===== config.mk =====
export PLATFORM = sky130hd
export DESIGN_NAME = atan2_rational_approx_flat
export DESIGN_NICKNAME = d
export VERILOG_FILES = /design/src/rtl/at2_pkg.sv /design/src/rtl/at2_coord_if.sv /design/src/rtl/at2_angle_if.sv /design/src/rtl/at2_div_cell.sv /design/src/rtl/atan2_rational_approx.sv /design/src/flat_wrapper.sv
export SDC_FILE = /design/constraint.sdc
export NUM_CORES = 2
export LEC_CHECK = 0
export BUFFER_PORTS_ARGS = -buffer_cell sky130_fd_sc_hd__buf_2
export CORE_UTILIZATION = 56
export DETAILED_ROUTE_END_ITERATION = 10
export GPL_TIMING_DRIVEN = 0
export PLACE_DENSITY = 0.72
export SETUP_SLACK_MARGIN = 0.3
export SLEW_MARGIN = 30
export SYNTH_ARGS = -nofsm -noshare
export SYNTH_HDL_FRONTEND = slang
export SYNTH_SLANG_ARGS = --single-unit

===== constraint.sdc =====
create_clock -name clk -period 17.05 [get_ports clk]
set_input_delay 0.8525 -clock clk [delete_from_list [all_inputs] [get_ports clk]]
set_output_delay 0.8525 -clock clk [all_outputs]
set_load 0.02 [all_outputs]

===== src/rtl/at2_pkg.sv =====
// Package of the angle block: constants, item flags and the pi helpers.
// Used by every file in rtl but the macro header; depends on nothing.
package at2_pkg;

  localparam int COORD_WIDTH_DEF     = 16;
  localparam int ANGLE_FRAC_BITS_DEF = 13;
  // Magnitudes are brought down to this many bits before the products.
  localparam int MAG_W  = 16;
  localparam int PROD_W = 2 * MAG_W;
  localparam int DEN_W  = PROD_W + 5;
  localparam logic [63:0] PI_Q62 = 64'hC90FDAA22168C235;

  typedef struct packed {
    logic x_zero;
    logic y_zero;
    logic first;
    logic t_neg;
    logic x_neg;
    logic y_neg;
  } meta_t;

  function automatic logic [63:0] pi_val(input int frac);
    pi_val = (PI_Q62 + (64'd1 << (61 - frac))) >> (62 - frac);
  endfunction

  function automatic logic [63:0] half_pi_val(input int frac);
    half_pi_val = (PI_Q62 + (64'd1 << (62 - frac))) >> (63 - frac);
  endfunction

endpackage


===== src/rtl/at2_coord_if.sv =====
// Input channel of the angle block: a y,x coordinate pair per beat.
// Depends on at2_pkg for its default width.
interface at2_coord_if #(
  parameter int COORD_WIDTH = at2_pkg::COORD_WIDTH_DEF
);
  logic                          valid;
  logic                          ready;
  logic signed [COORD_WIDTH-1:0] y_coord;
  logic signed [COORD_WIDTH-1:0] x_coord;

  modport source (output valid, output y_coord, output x_coord, input ready);
  modport sink (input valid, input y_coord, input x_coord, output ready);
endinterface


===== src/rtl/at2_angle_if.sv =====
// Output channel of the angle block: one angle per beat.
// Depends on at2_pkg for its default width.
interface at2_angle_if #(
  parameter int ANGLE_FRAC_BITS = at2_pkg::ANGLE_FRAC_BITS_DEF
);
  logic                              valid;
  logic                              ready;
  logic signed [ANGLE_FRAC_BITS+2:0] angle;

  modport source (output valid, output angle, input ready);
  modport sink (input valid, input angle, output ready);
endinterface


===== src/rtl/at2_div_cell.sv =====
// One cell of the division chain: develops one quotient bit per item.
// Depends on at2_pkg for the item flags.
module at2_div_cell #(
  parameter int QW = at2_pkg::ANGLE_FRAC_BITS_DEF + 1,
  parameter int DW = at2_pkg::DEN_W
) (
  input  logic            clk,
  input  logic            rst,
  input  logic            in_valid,
  output logic            in_ready,
  input  at2_pkg::meta_t  in_meta,
  input  logic [DW-1:0]   in_rem,
  input  logic [DW-1:0]   in_den,
  input  logic [QW-1:0]   in_quo,
  output logic            out_valid,
  input  logic            out_ready,
  output at2_pkg::meta_t  out_meta,
  output logic [DW-1:0]   out_rem,
  output logic [DW-1:0]   out_den,
  output logic [QW-1:0]   out_quo
);
  logic          valid;
  logic          load;
  logic [DW:0]   rem2;
  logic [DW:0]   diff;
  logic          take;

  assign in_ready = !valid || out_ready;
  assign load     = in_valid && in_ready;
  assign rem2     = {in_rem, 1'b0};
  assign diff     = rem2 - {1'b0, in_den};
  assign take     = rem2 >= {1'b0, in_den};

  always_ff @(posedge clk) begin
    if (rst) begin
      valid <= 1'b0;
    end else if (in_ready) begin
      valid <= in_valid;
    end
  end

  always_ff @(posedge clk) begin
    if (load) begin
      out_meta <= in_meta;
      out_den  <= in_den;
      out_rem  <= take ? diff[DW-1:0] : rem2[DW-1:0];
      out_quo  <= {in_quo[QW-2:0], take};
    end
  end

  assign out_valid = valid;
endmodule


===== src/rtl/atan2_rational_approx.sv =====
// Top level of the angle block: front stages, division cell chain, output stage.
// Depends on at2_pkg, at2_coord_if, at2_angle_if and at2_div_cell.
//
//   Channel  Dir  Payload                     Handshake
//   coord    in   y_coord, x_coord (signed)   valid / ready
//   result   out  angle, signed Q2.13         valid / ready
//
// One pair enters per cycle while the output is not stalled. The pipeline is four
// front stages, one division cell per quotient bit (ANGLE_FRAC_BITS + 1 cells)
// and the output register. Each stage holds its own valid bit, so a stalled
// output backs up stage by stage and bubbles close up.
// Reset clears all valid bits.
module atan2_rational_approx #(
  parameter int COORD_WIDTH     = at2_pkg::COORD_WIDTH_DEF,
  parameter int ANGLE_FRAC_BITS = at2_pkg::ANGLE_FRAC_BITS_DEF
) (
  input  logic clk,
  input  logic rst,
  at2_coord_if.sink   coord,
  at2_angle_if.source result
);
  localparam int CW   = COORD_WIDTH;
  localparam int F    = ANGLE_FRAC_BITS;
  localparam int QW   = F + 1;
  localparam int AW   = F + 3;
  localparam int MW   = at2_pkg::MAG_W;
  localparam int PW   = at2_pkg::PROD_W;
  localparam int DW   = at2_pkg::DEN_W;
  localparam int SHW  = $clog2(CW + 1);
  localparam int NC   = QW;
  localparam logic [63:0] PI_FULL   = at2_pkg::pi_val(F);
  localparam logic [63:0] HALF_FULL = at2_pkg::half_pi_val(F);

  // Stage 0: magnitudes and flags.
  logic                 v0, rdy0;
  logic [CW-1:0]        ymag, xmag;
  at2_pkg::meta_t       meta0;
  // Stage 1: magnitudes scaled to MW bits.
  logic                 v1, rdy1;
  logic [MW-1:0]        sa, sb;
  at2_pkg::meta_t       meta1;
  // Stage 2: products.
  logic                 v2, rdy2;
  logic [PW-1:0]        pab, paa, pbb;
  at2_pkg::meta_t       meta2;
  // Stage 3: numerator and denominator.
  logic                 v3, rdy3;
  logic [DW-1:0]        num, den;
  at2_pkg::meta_t       meta3;

  logic [CW-1:0]        ymag_next, xmag_next, mmax;
  at2_pkg::meta_t       meta0_next;
  logic [SHW-1:0]       hb, sh;
  logic [DW-1:0]        num_next, den_next;

  // Division chain: the ratio is below one, so only fraction bits are formed.
  logic           cell_v   [NC+1];
  logic           cell_rdy [NC+1];
  at2_pkg::meta_t cell_meta[NC+1];
  logic [DW-1:0]  cell_rem [NC+1];
  logic [DW-1:0]  cell_den [NC+1];
  logic [QW-1:0]  cell_quo [NC+1];

  assign ymag_next = coord.y_coord[CW-1] ? CW'(-coord.y_coord) : CW'(coord.y_coord);
  assign xmag_next = coord.x_coord[CW-1] ? CW'(-coord.x_coord) : CW'(coord.x_coord);

  always_comb begin
    meta0_next.x_neg  = coord.x_coord[CW-1];
    meta0_next.y_neg  = coord.y_coord[CW-1];
    meta0_next.x_zero = (xmag_next == '0);
    meta0_next.y_zero = (ymag_next == '0);
    meta0_next.first  = ymag_next < xmag_next;
    meta0_next.t_neg  = (ymag_next != '0) && (coord.x_coord[CW-1] != coord.y_coord[CW-1]);
  end

  assign rdy0        = !v0 || rdy1;
  assign coord.ready = rdy0;

  always_ff @(posedge clk) begin
    if (rst) begin
      v0 <= 1'b0;
    end else if (rdy0) begin
      v0 <= coord.valid;
    end
  end

  always_ff @(posedge clk) begin
    if (coord.valid && rdy0) begin
      ymag  <= ymag_next;
      xmag  <= xmag_next;
      meta0 <= meta0_next;
    end
  end

  // The larger magnitude sets a common right shift that leaves it in MW bits.
  assign mmax = (ymag > xmag) ? ymag : xmag;

  always_comb begin
    hb = '0;
    for (int i = 0; i < CW; i++) begin
      if (mmax[i]) begin
        hb = SHW'(i);
      end
    end
    sh = (hb > SHW'(MW - 1)) ? hb - SHW'(MW - 1) : '0;
  end

  assign rdy1 = !v1 || rdy2;

  always_ff @(posedge clk) begin
    if (rst) begin
      v1 <= 1'b0;
    end else if (rdy1) begin
      v1 <= v0;
    end
  end

  always_ff @(posedge clk) begin
    if (v0 && rdy1) begin
      sa    <= MW'(ymag >> sh);
      sb    <= MW'(xmag >> sh);
      meta1 <= meta0;
    end
  end

  assign rdy2 = !v2 || rdy3;

  always_ff @(posedge clk) begin
    if (rst) begin
      v2 <= 1'b0;
    end else if (rdy2) begin
      v2 <= v1;
    end
  end

  always_ff @(posedge clk) begin
    if (v1 && rdy2) begin
      pab   <= sa * sb;
      paa   <= sa * sa;
      pbb   <= sb * sb;
      meta2 <= meta1;
    end
  end

  // 25p = 16p + 8p + p and 7p = 8p - p, with 0.28 taken as 7/25.
  always_comb begin
    logic [DW-1:0] big, minor;
    big      = meta2.first ? DW'(pbb) : DW'(paa);
    minor    = meta2.first ? DW'(paa) : DW'(pbb);
    num_next = (DW'(pab) << 4) + (DW'(pab) << 3) + DW'(pab);
    den_next = (big << 4) + (big << 3) + big + (minor << 3) - minor;
  end

  assign rdy3 = !v3 || cell_rdy[0];

  always_ff @(posedge clk) begin
    if (rst) begin
      v3 <= 1'b0;
    end else if (rdy3) begin
      v3 <= v2;
    end
  end

  always_ff @(posedge clk) begin
    if (v2 && rdy3) begin
      num   <= num_next;
      den   <= den_next;
      meta3 <= meta2;
    end
  end

  assign cell_v[0]    = v3;
  assign cell_meta[0] = meta3;
  assign cell_rem[0]  = num;
  assign cell_den[0]  = den;
  assign cell_quo[0]  = '0;

  for (genvar g = 0; g < NC; g++) begin : g_cell
    at2_div_cell #(.QW(QW), .DW(DW)) u_cell (
      .clk       (clk),
      .rst       (rst),
      .in_valid  (cell_v[g]),
      .in_ready  (cell_rdy[g]),
      .in_meta   (cell_meta[g]),
      .in_rem    (cell_rem[g]),
      .in_den    (cell_den[g]),
      .in_quo    (cell_quo[g]),
      .out_valid (cell_v[g+1]),
      .out_ready (cell_rdy[g+1]),
      .out_meta  (cell_meta[g+1]),
      .out_rem   (cell_rem[g+1]),
      .out_den   (cell_den[g+1]),
      .out_quo   (cell_quo[g+1])
    );
  end

  // Output stage: rounding, sign and quadrant correction.
  logic                 vo;
  logic signed [AW-1:0] angle_q;
  logic signed [AW-1:0] angle_next;
  logic [QW:0]          qsum;
  logic signed [AW-1:0] qmag, tval, pi_s, half_s;
  at2_pkg::meta_t       mo;

  assign cell_rdy[NC] = !vo || result.ready;
  assign mo           = cell_meta[NC];
  assign qsum         = {1'b0, cell_quo[NC]} + (QW+1)'(1);
  assign qmag         = AW'(qsum[QW:1]);
  assign tval         = mo.t_neg ? -qmag : qmag;
  assign pi_s         = AW'(PI_FULL);
  assign half_s       = AW'(HALF_FULL);

  always_comb begin
    if (mo.x_zero) begin
      if (mo.y_zero) begin
        angle_next = '0;
      end else begin
        angle_next = mo.y_neg ? -half_s : half_s;
      end
    end else if (mo.first) begin
      if (!mo.x_neg) begin
        angle_next = tval;
      end else begin
        angle_next = mo.y_neg ? tval - pi_s : tval + pi_s;
      end
    end else begin
      angle_next = mo.y_neg ? half_s - tval - pi_s : half_s - tval;
    end
  end

  always_ff @(posedge clk) begin
    if (rst) begin
      vo <= 1'b0;
    end else if (cell_rdy[NC]) begin
      vo <= cell_v[NC];
    end
  end

  always_ff @(posedge clk) begin
    if (cell_v[NC] && cell_rdy[NC]) begin
      angle_q <= angle_next;
    end
  end

  assign result.valid = vo;
  assign result.angle = angle_q;
endmodule


===== src/flat_wrapper.sv =====
// flat-port wrapper written by rule: the top's interface ports become plain ports
module atan2_rational_approx_flat 
#(
  parameter int COORD_WIDTH     = at2_pkg::COORD_WIDTH_DEF,
  parameter int ANGLE_FRAC_BITS = at2_pkg::ANGLE_FRAC_BITS_DEF
)
  (clk, rst, coord_valid, coord_y_coord, coord_x_coord, coord_ready, result_valid, result_angle, result_ready);
  at2_coord_if #(.COORD_WIDTH(COORD_WIDTH)) coord_i ();
  at2_angle_if #(.ANGLE_FRAC_BITS(ANGLE_FRAC_BITS)) result_i ();
  input  logic clk;
  input  logic rst;
  input wire logic [$bits(coord_i.valid)-1:0] coord_valid;
  input wire logic [$bits(coord_i.y_coord)-1:0] coord_y_coord;
  input wire logic [$bits(coord_i.x_coord)-1:0] coord_x_coord;
  output wire logic [$bits(coord_i.ready)-1:0] coord_ready;
  output wire logic [$bits(result_i.valid)-1:0] result_valid;
  output wire logic [$bits(result_i.angle)-1:0] result_angle;
  input wire logic [$bits(result_i.ready)-1:0] result_ready;
  assign coord_i.valid = coord_valid;
  assign coord_i.y_coord = coord_y_coord;
  assign coord_i.x_coord = coord_x_coord;
  assign coord_ready = coord_i.ready;
  assign result_valid = result_i.valid;
  assign result_angle = result_i.angle;
  assign result_i.ready = result_ready;
  atan2_rational_approx #(.COORD_WIDTH(COORD_WIDTH), .ANGLE_FRAC_BITS(ANGLE_FRAC_BITS)) u_core (.clk(clk), .rst(rst), .coord(coord_i), .result(result_i));
endmodule

== Word level (Yosys, flattened, before mapping) ==
Cells that the tools add are included.
Storage, ports and cells
  memories: 0
  flip-flop bits (word level): 1444
  bits in writable memories: 0
  logic and storage cells: 344
  latch bits: 0
  input bits: 36
  bits in read-only memories: 0
  output and inout bits: 18
Operators by class
  mux-type cells: 42
  $lt $le $gt $ge: 17
  shift-type cells: 2
  multipliers: 3
  div/mod/pow operators: 0
  eq/ne operators: 1
  bitwise operators: 0
  reductions and logical operators: 61
  add/sub/neg operators: 28
Operators with widths (count)
  38-bit by 37-bit >= comparator with 1-bit output: 14
  37-bit subtractor: 14
  37-bit two-way mux: 13
  16-bit two-way mux: 11
  37-bit adder: 3
  16-bit by 16-bit multiplier with 32-bit output: 3
  32-bit two-way mux: 2
  36-bit by 35-bit adder with 37-bit output: 1
  37-bit by 32-bit adder with 37-bit output: 1
  16-bit logical NOT: 2
  4-bit two-way mux: 8
  16-bit negation: 2
  16-bit by 5-bit >> shifter with 16-bit output: 2
  16-bit subtractor (second input constant): 2
  1-bit logical AND: 20
  1-bit logical NOT: 19
  1-bit logical OR: 19
  16-bit adder (second input constant): 1
  16-bit greater-than comparator: 1
  16-bit < comparator: 1
  14-bit negation with 16-bit output: 1
  16-bit nonzero test: 1
  15-bit by 16-bit subtractor with 16-bit output (first input constant): 1
  14-bit by 1-bit adder with 15-bit output (second input constant): 1
  7 further kinds: 11

== Depth between registers and ports, before layout ==
  depth in word-level cells: 21
  depth in mapped cells: 29
  depth with buffers taken out: 27

== Modules after synthesis ==
From an unflattened synthesis, not the netlist that was laid out.
Second synthesis, totals
  cell total of the unflattened synthesis: 10752
  area total of the unflattened synthesis: 118788.9 um2
Modules (own cells, without submodules)
  at2_div_cell (u_core.g_cell[0].u_cell ...): area each 5525.3 um2, cells an instance 469, times used 13, sequential area each 2842.7 um2
  atan2_rational_approx: area each 41472.3 um2, cells an instance 4199, times used 1, sequential area each 8267.9 um2
  at2_div_cell (u_core.g_cell[2].u_cell): area each 5487.8 um2, cells an instance 456, times used 1, sequential area each 2842.7 um2

== Worst setup path after synthesis ==
No wires, ideal clock.
  kind: input -> register
  from: input result_ready
  to: register u_core.meta2[0] in the netlist's numbering (enable)
  path slack: 7396 ps
  data required time: 16338 ps
  stages: 8
  buffers on the path: 0
  setup time: 712 ps
  arrival: 8942 ps
  cell sequence: nor2b_1 -> and3_1 -> and3_1 -> nand2_1 -> nor3_1 -> nand2_1 -> nor3_1 -> a21boi_0
Between the ends
  cells in the longest elaborated chain, start to end: 18
Ends and longest elaborated chain
  from (decl): RTL line flat_wrapper.sv:18  | input wire logic [$bits(result_i.ready)-1:0] result_ready;
  1-bit logical OR: RTL line atan2_rational_approx.sv:205  | assign cell_rdy[NC] = !vo || result.ready;
  1-bit logical OR (14 in series): RTL line at2_div_cell.sv:28  | assign in_ready = !valid || out_ready;
  1-bit logical OR: RTL line atan2_rational_approx.sv:154  | assign rdy3 = !v3 || cell_rdy[0];
  1-bit logical OR: RTL line atan2_rational_approx.sv:126  | assign rdy2 = !v2 || rdy3;
  1-bit logical AND: RTL line atan2_rational_approx.sv:137  | if (v1 && rdy2) begin
  to (signal assigned): RTL line atan2_rational_approx.sv:141  | meta2 <= meta1;
  to (decl): RTL line atan2_rational_approx.sv:45  | at2_pkg::meta_t meta2;
Every way passes these cells.
A chain may end at the register's enable or synchronous reset.

== Worst setup path after layout ==
  from: register u_core.sb[2]
  to: register u_core.pbb[28], data pin
Between the ends
  cells in the longest elaborated chain, start to end: 1
Ends and longest elaborated chain
  from (decl): RTL line atan2_rational_approx.sv:40  | logic [MW-1:0] sa, sb;
  from (signal assigned): RTL line atan2_rational_approx.sv:121  | sb <= MW'(xmag >> sh);
  16-bit by 16-bit multiplier with 32-bit output: RTL line atan2_rational_approx.sv:140  | pbb <= sb * sb;
  to (signal assigned): RTL line atan2_rational_approx.sv:140
  to (decl): RTL line atan2_rational_approx.sv:44  | logic [PW-1:0] pab, paa, pbb;
Every way passes these cells.

==> flow_summary.yaml <==
outcome:
  status: "finished clean"
clocking:
  hold_buffers: 0
  clk_latency_ns: 0.80
  numClockSinks: 1442
  clockRootBuffer: "clkbuf_16"
  cts.path.max_buffers: 3
  post_cts_buffers: 0
  ctsResizeCount: 0
  htree_levels: 4
  path_clk_slew_ns: 0.06
  cts_tree: "built"
  cts_buffers: 157
yosys:
  avgSynthCellArea_um2: 10.6
  synth_edf_count: 1423
  yosys-top-cells-area: "edfxtp_1 (40%), fa_1 (12%), ha_1 (11%), inv_1 (5.3%), xnor2_1 (3.3%)"
  synth_seq_cells: 1442
  synth_cells: 10154
  synth_flop_cell: "edfxtp_1"
  synth_nets: 11792
  async_reset_ff_share_pct: 0
  synth_top_cell_area_share_pct: 39.8
  synth_top_cell_by_area: "edfxtp_1"
  yosys_warnings: 0
  seq_area_frac_synth_pct: 40.1
  syn_area_um2: 107000
  ys_types: 107
final_layout:
  drive_gt1_share_pct: 5.91
  layout.nets: 12065
  nFillCells: 15313
  syn2layout_area_growth_pct: 9.46
global_route:
  grt_pass1_vias: 75665
  grt_max_degree: 56
  grt_pass1_wl_um: 424000
  antenna_found_initial: 4
  grtUsageTotal_pct: 28.4
  grt_overflow: 0
detailed_routing:
  dr.pass1.iters: 6
  drt_iter0_markers: 5729
  via_per_inst: 5.76
  drt_wl_total_um: 273000
  drc_errors: 0
  vias: 75340
  ant_nets: 0
  wire_per_inst_um: 20.9
worst_setup_path:
  crit_path_cell_trace: "clkbuf_1, clkbuf_1, nand2_1, fa_1, fa_1, fa_1, inv_1, fa_1, inv_1, fa_1, inv_1, fa_1, ha_1, nand3_1, o41ai_1, o21ai_0, o211ai_1, a31oi_1, o21ai_0, a21o_1, a21oi_1, xnor2_1"
  slowest_stage: "clkbuf_1"
  crit_path_max_incr_delay_ns: 0.74
  startpoint: "u_core.sb[2]"
  r2r-start: "u_core.sb[2]"
  worst_path_most_repeated_cell: "fa_1"
  worstSetupPathType: "register to register"
  cp-end-kind: "register"
  crit_arrival_ns: 9.50
  worstPathRequired_ns: 17.54
  cp_max_fo: 10
  start_kind: "register"
hold_path:
  worstHoldPathType: "input pin to register"
  min-delay-start: "coord_x_coord[0]"
sta:
  rsz0062_at_grt: "no"
  fin_crit_sh_pct: 52.8
  setup_viol: 0
  setup_tns_ns: 0
  worst_clock_skew_ns: 0.0352
  slew_violations: 0
  min_period_ns: 9.01
  tightest_slew_ns: 1.02
  fmax_mhz: 111
  hold_viol: 0
  slew_headroom_pct: 32.0
place:
  hpwl_um: 221000
  gp_congestion: 0.945
  portBuffers: 52
die:
  start_util_pct: 56.4
  core_area_um2: 190000
  die-height_um: 440
  dieArea_um2: 194000
  die_x_um: 440
  num_io_pins: 54
  row_count: 160
flow_run:
  drv_cap: 0
[cells in the mapped netlist, types with 119 or more instances]
| library cell | count |
|---|---|
| and2_1 | 181 |
| nor2_1 | 577 |
| edfxtp_1 | 1423 |
| nand2b_1 | 119 |
| fa_1 | 651 |
| o21ai_0 | 474 |
| mux2_2 | 148 |
| inv_1 | 1524 |
| nand2_1 | 793 |
| clkbuf_1 | 196 |
| xnor2_1 | 407 |
| nor3_1 | 138 |
| xor2_1 | 202 |
| a21o_1 | 339 |
| nor2b_1 | 123 |
| a21oi_1 | 643 |
| nand3_1 | 132 |
| ha_1 | 951 |
[area by class of cell]
type,count,area [um^2],share of cell area (%)
diodes,3,7.51,0.00639
plain buffers,237,953,0.811
clock buffers,196,4180,3.56
clock inverters,94,957,0.814
inverters,1532,5750,4.89
multi-input cells,6943,57800,49.1
flip-flops and latches,1442,43100,36.7
well taps,2511,3140,2.67
repair buffers,114,1700,1.45
[sequential cells by signal, indices dropped and copies added, names as in the netlist, 32 cells and up]
| register | cells |
|---|---|
| u_core.g_cell.u_cell.out_den | 481 |
| u_core.g_cell.u_cell.out_rem | 481 |
| u_core.g_cell.u_cell.out_quo | 105 |
| u_core.g_cell.u_cell.out_meta | 84 |
| u_core.den | 37 |
| u_core.num | 37 |
| u_core.pab | 32 |
[per-stage QoR]
stage | util (%) | instance area, um^2 | worst slack [ns] | std cells | hold WS, ns
after global routing | 61.8 | 118000 | 7.80 | 13071 | 0.284
after floorplan | - | 107000 | 7.40 | 10154 | 0.400
after detailed placement | 59.0 | 112000 | 8.11 | 12779 | 0.405
after global placement | 58.2 | 111000 | 3.94 | 12717 | 0.400
final | 61.8 | 118000 | 8.04 | 13072 | 0.310
after CTS | 61.7 | 118000 | 8.08 | 13069 | 0.255
[final timing paths]
check	end	slack [ns]	depth (start not counted)
worst max-delay path	u_core.pbb[28]	8.04	22
worst min-delay path	u_core.xmag[0]	0.31	1
worst max register to register	u_core.pbb[28]	8.04	22
worst min register to register	u_core.g_cell[0].u_cell.out_meta[1]	0.41	0
[routing by layer]
| metal | vias to the layer above | part of all wire, % | wire length, um | track usage, % |
|---|---|---|---|---|
| met5 | - | 0.0048 | 13 | 0 |
| li1 | 35774 | - | - | - |
| met1 | 36839 | 42 | 114000 | 36.6 |
| met3 | 528 | 5.5 | 14900 | 4.01 |
| met2 | 2197 | 48 | 131000 | 47.5 |
| met4 | 2 | 4.8 | 13000 | 12.7 |
[critical path: cells and delay by family (launching register included)]
| family | cells | cell delay (ns) |
|---|---|---|
| XOR/XNOR | 1 | 0.59 |
| flip-flops | 1 | 0.62 |
| buffers and inverters | 5 | 1.56 |
| AO/OA/AOI/OAI | 7 | 2.22 |
| AND/OR/NAND/NOR | 2 | 0.32 |
| adder cells (fa/ha/maj) | 7 | 3.37 |
[kinds of logic (layout without fill, tap and decap cells)]
| family | after synthesis | after routing | share of synthesized area (%) |
|---|---|---|---|
| simple gates | 2398 | 2398 | 10.7 |
| compound gates | 2104 | 2104 | 12.4 |
| xor+xnor | 613 | 613 | 5.03 |
| fa+ha+maj | 1602 | 1602 | 23.2 |
| buf+inv | 1769 | 2173 | 6.24 |
| mux | 226 | 226 | 2.28 |
| other cells | 0 | 3 | 0 |
| flops | 1442 | 1442 | 40.1 |
[cells in the final DEF (no fill, tap or decap), types with 41 or more instances in the layout]
master	instances
nor3_1	136
mux2_2	148
fa_1	651
inv_1	1524
buf_16	41
nand2b_1	119
mux2i_1	78
a21oi_1	641
edfxtp_1	1423
o31ai_1	49
or3_1	41
a31oi_1	55
and2_1	179
nor2_1	575
o21ai_0	473
o21a_1	101
clkbuf_16	162
and3_1	60
nand4_1	84
clkbuf_1	228
xnor2_1	407
xor2_1	202
nand3_1	132
nand2_1	793
o21bai_1	71
nor2b_1	115
buf_2	76
a211oi_1	46
a21o_1	339
ha_1	951
Power is left out: the tool's default activity adds up to more than one toggle a clock period on the data nets, which glitch-free logic cannot reach.
